`src/rtl/smvg_pkg.sv`:
```
// ----------------------------------------------------------------------------
// smvg_pkg: shared types and constants
// Widths, fixed-point constants and the sine polynomial coefficients of the
// sphere vertex generator.
// ----------------------------------------------------------------------------
package smvg_pkg;

   localparam int CNT_W   = 7;    // count and index width
   localparam int NUM_W   = 31;   // dividend / quotient width of the divider
   localparam int PH_W    = 24;   // phase, 2^24 per full turn
   localparam int Q30_W   = 31;   // Q30 magnitude, up to 1.0
   localparam int ACC_W   = 32;   // Horner accumulator
   localparam int MAG_W   = 14;   // Q6.8 magnitude, up to 15360
   localparam int POS_W   = 15;
   localparam int TEX_W   = 17;
   localparam int IDX_W   = 16;
   localparam int SIN_N   = 7;    // stages of the sine unit
   localparam int NPH     = 4;    // sine units: ring sin, ring cos, seg sin, seg cos

   localparam logic [PH_W-1:0]  PH_QUARTER = 24'h40_0000;
   localparam logic [Q30_W-1:0] Q30_ONE    = 31'h4000_0000;
   localparam logic [MAG_W-1:0] POS_SCALE  = 14'd15360;
   localparam logic [ACC_W-1:0] K11        = 32'd3864;

   // register select, from address bit 2
   localparam logic REG_RING = 1'b0;
   localparam logic REG_SEG  = 1'b1;

   typedef struct packed {
      logic [CNT_W-1:0] ring;
      logic [CNT_W-1:0] seg;
      logic             lower;
      logic [CNT_W-1:0] rem_r;
      logic [NUM_W-1:0] num_r;
      logic [NUM_W-1:0] quo_r;
      logic [CNT_W-1:0] rem_s;
      logic [NUM_W-1:0] num_s;
      logic [NUM_W-1:0] quo_s;
   } div_type;

   typedef struct packed {
      logic [TEX_W-1:0] u;
      logic [TEX_W-1:0] v;
      logic [IDX_W-1:0] ia;
      logic [IDX_W-1:0] ib;
      logic             has;
      logic             inr;
   } side_type;

   // Horner coefficient for sine stage s (1..5)
   function automatic logic [ACC_W-1:0] sin_coef(input int s);
      logic [ACC_W-1:0] k;
      case (s)
         1:       k = 32'd172272;
         2:       k = 32'd5026996;
         3:       k = 32'd85569306;
         4:       k = 32'd693598670;
         5:       k = 32'd1686629713;
         default: k = '0;
      endcase
      return k;
   endfunction

endpackage

```
`src/rtl/smvg_div_cell.sv`:
```
// ----------------------------------------------------------------------------
// smvg_div_cell: one restoring division step
// Retires one quotient bit of both the ring and the segment division.
// ----------------------------------------------------------------------------
module smvg_div_cell (
   input  logic                      clock,
   input  logic                      en,
   input  logic [smvg_pkg::CNT_W-1:0] r_div,
   input  logic [smvg_pkg::CNT_W-1:0] s_div,
   input  smvg_pkg::div_type         din,
   output smvg_pkg::div_type         dout
);
   import smvg_pkg::*;

   div_type          cell_ff, cell_in;
   logic [CNT_W:0]   rem2_r, rem2_s;
   logic             ge_r, ge_s;

   always_comb begin
      rem2_r = {din.rem_r, din.num_r[NUM_W-1]};
      rem2_s = {din.rem_s, din.num_s[NUM_W-1]};
      ge_r   = rem2_r >= {1'b0, r_div};
      ge_s   = rem2_s >= {1'b0, s_div};
      cell_in       = din;
      cell_in.rem_r = ge_r ? CNT_W'(rem2_r - {1'b0, r_div}) : rem2_r[CNT_W-1:0];
      cell_in.rem_s = ge_s ? CNT_W'(rem2_s - {1'b0, s_div}) : rem2_s[CNT_W-1:0];
      cell_in.num_r = {din.num_r[NUM_W-2:0], 1'b0};
      cell_in.num_s = {din.num_s[NUM_W-2:0], 1'b0};
      cell_in.quo_r = {din.quo_r[NUM_W-2:0], ge_r};
      cell_in.quo_s = {din.quo_s[NUM_W-2:0], ge_s};
   end

   always_ff @(posedge clock) begin
      if (en) begin
         cell_ff <= cell_in;
      end
   end

   assign dout = cell_ff;

endmodule

```
`config.mk`:
```
export PLATFORM = sky130hd
export DESIGN_NAME = smvg_div_cell
export DESIGN_NICKNAME = d
export VERILOG_FILES = /design/src/rtl/smvg_pkg.sv /design/src/rtl/smvg_div_cell.sv
export SDC_FILE = /design/constraint.sdc
export NUM_CORES = 1
export LEC_CHECK = 0
export BUFFER_PORTS_ARGS = -buffer_cell sky130_fd_sc_hd__buf_2
export CELL_PAD_IN_SITES_DETAIL_PLACEMENT = 0
export CELL_PAD_IN_SITES_GLOBAL_PLACEMENT = 1
export CORE_MARGIN = 1.5
export CORE_UTILIZATION = 31
export DETAILED_ROUTE_END_ITERATION = 8
export GPL_TIMING_DRIVEN = 0
export PLACE_DENSITY_LB_ADDON = 0.25
export REMOVE_ABC_BUFFERS = 1
export SLEW_MARGIN = 20
export SYNTH_ARGS = -nofsm -noshare
export SYNTH_HDL_FRONTEND = slang
export SYNTH_SLANG_ARGS = --single-unit
```
`constraint.sdc`:
```
create_clock -name clock -period 2.43 [get_ports clock]
set_clock_uncertainty 0.15 [all_clocks]
set_input_delay 0.3645 -clock clock [delete_from_list [all_inputs] [get_ports clock]]
set_output_delay 0.3645 -clock clock [all_outputs]
set_load 0.02 [all_outputs]
```
==> qor.txt <==
Lkg Pwr -> 4.09 nW
Post-DR wirelength/cell -> 15.3 um
Input/output buffers -> 317
H-tree depth -> 4
I/O pins -> 322
Crit Path Class -> input pin to flip-flop
Commonest cells in the netlist -> edfxtp_1, inv_1, ha_1
Seq/Total Area, Yosys -> 82.9%
Root Driver -> clkbuf_16
Hpwl dp -> 10,700 um
Mean Syn Cell Area -> 20.3 sq um
Design area -> 9300 sq um
Fin worst setup slack -> 0.180 ns
Initial Utilization -> 31.7%
Pwr dens -> 750 nW/um^2
Drt total wl -> 14,900 um
Vias in the first global route -> 4,239
Slew @ Worst Pin -> 0.504 ns
Finished Layout Cells -> 977
Count leader, synth -> edfxtp_1
Core ar. -> 17,200 sq um
Clock transition at the registers of the reported paths -> 0.07 ns
Final Power -> 6.97 mW
Vias -> 4,117
Worst IR Drop VDD -> 0.000442 V
Data required time of the worst path -> 2.44 ns
Max Cap Viol -> 0
Critical path arrival -> 2.26 ns
Register area -> 4530 sq um
Worst hold margin -> 0.113 ns
Die Ht -> 136 um
Area leader, netlist -> edfxtp_1
Final Net Count -> 924
FILL cells -> 1,477
DRC Markers -> 0
Top cells by area, synth -> edfxtp_1, ha_1, mux2_4
Largest net degree at the start of global routing -> 99
Max FO, Critical Path -> 8
Die span in x -> 136 um
Final setup vio count -> 0
Status -> finished, final reports clean
Yosys top cell area share -> 82.9%
DR iter-0 viols -> 159
Register bit total from synthesis -> 151
# Post-CTS Setup Buffers -> 0
Area Overhead vs Synth -> 70.1%
Post-place setup slack -> -0.468 ns
GPL Wtd Cong -> 0.767
Final Max Slew Viols -> 0
CP Capture Type -> flip-flop
CTS Buf Count -> 17
Initial antenna violation count -> 0
Sink Count -> 151
Setup TNS -> 0 ns
Final Hold Vio Count -> 0
Drt pass-1 iters -> 4
Share of cells above drive strength 1 -> 48.8%
Via/cell ratio -> 4.21
Post-synth EDFFs -> 151
Gr usage total -> 15.8%
Final worst-path cycle share -> 92.6%
Placed cell area -> 7340 sq um
Area of the multi-input gates -> 827 sq um
GRT Residual Overflow -> 0
Dpl cells -> 810
Synth cell types -> 33
Die area -> 18,400 sq um
Antenna Nets Post-Route -> 0
Synthesized area -> 5470 sq um
Row cnt -> 48
HP Class -> input pin to flip-flop
# diodes -> 0
RSZ-0062 raised after global routing -> false
CP Launch Type -> input pin
Asr flop ratio synth -> 0%
Headroom to the max-slew limit -> 66.4%
CTS tree -> yes
Top FF cell, synth -> edfxtp_1
Largest register FFs -> 151
Cells after Synth -> 270
Period minus WS final -> 2.25 ns
Yosys warns -> 0
First-pass GRT wire length -> 21,900 um
Fmax -> 445 MHz
Final core utilization -> 54.0%
CTS max path bufs -> 2
==> layout by cell type, fill, tap and decap left out, drive strengths merged, types with 4 or more instances in the layout <==
master       instances
a311o                4
o21ai                6
a21oi                8
edfxtp             151
clkinv               5
mux2i                6
mux2                10
nor2                12
inv                 27
dlygate4sd3        135
clkbuf              17
ha                  14
nand3b               4
buf                318
==> worst max-delay path, cell delays in order <==
cell	delay (ns)
buf_2	0.07
inv_1	0.04
ha_1	0.20
fa_1	0.40
nand2b_1	0.18
a21oi_1	0.18
nand3b_1	0.15
a311o_2	0.34
mux2_4	0.33
==> cell type report <==
type,instances,area share [%]
Sequential cell,151,48.7
Clock buffer,17,4.57
Inverter,20,0.807
Clock inverter,15,1.96
Multi-Input combinational cell,96,8.89
Tap cell,225,3.03
Timing Repair Buffer,453,32.0
==> logic make-up after synthesis <==
group / Yosys count / synth area share [%]
flops: 151 / 82.9
simple gates: 34 / 3.52
compound gates: 26 / 3.32
buf+inv: 24 / 2.06
fa+ha+maj: 16 / 3.94
mux: 16 / 3.84
xor+xnor: 2 / 0.320
other cells: 1 / 0.0686
==> power by group <==
group,internal (mW),switching [mW]
sequential,3.12,0.0501
clock,1.56,1.11
combinational,0.510,0.622
total,5.19,1.78
==> worst paths after layout <==
kind | cells past startpoint | from | slack [ns] | endpoint
setup / recovery | 9 | din[130] | 0.18 | dout[135]$_DFFE_PP_
hold / removal | 2 | din[66] | 0.11 | dout[67]$_DFFE_PP_
==> layer usage <==
metal	wire [um]	global-route usage (%)	up-vias	part of all wire, %
li1	-	-	1990	-
met2	7780	28.4	174	52
met5	0	0	-	0
met1	5560	17.1	1930	37
met3	1210	5.05	23	8.1
met4	363	6.81	0	2.4
==> what timing repair did <==
item | 4_1_cts | 5_1_grt
hold endpoints to repair | 135 | 0
setup endpoints to repair | 2 | 5
gates resized for setup | 1 | 1
hold buffers | 135 | 0
No activity file was read; power rests on OpenSTA's default activity.
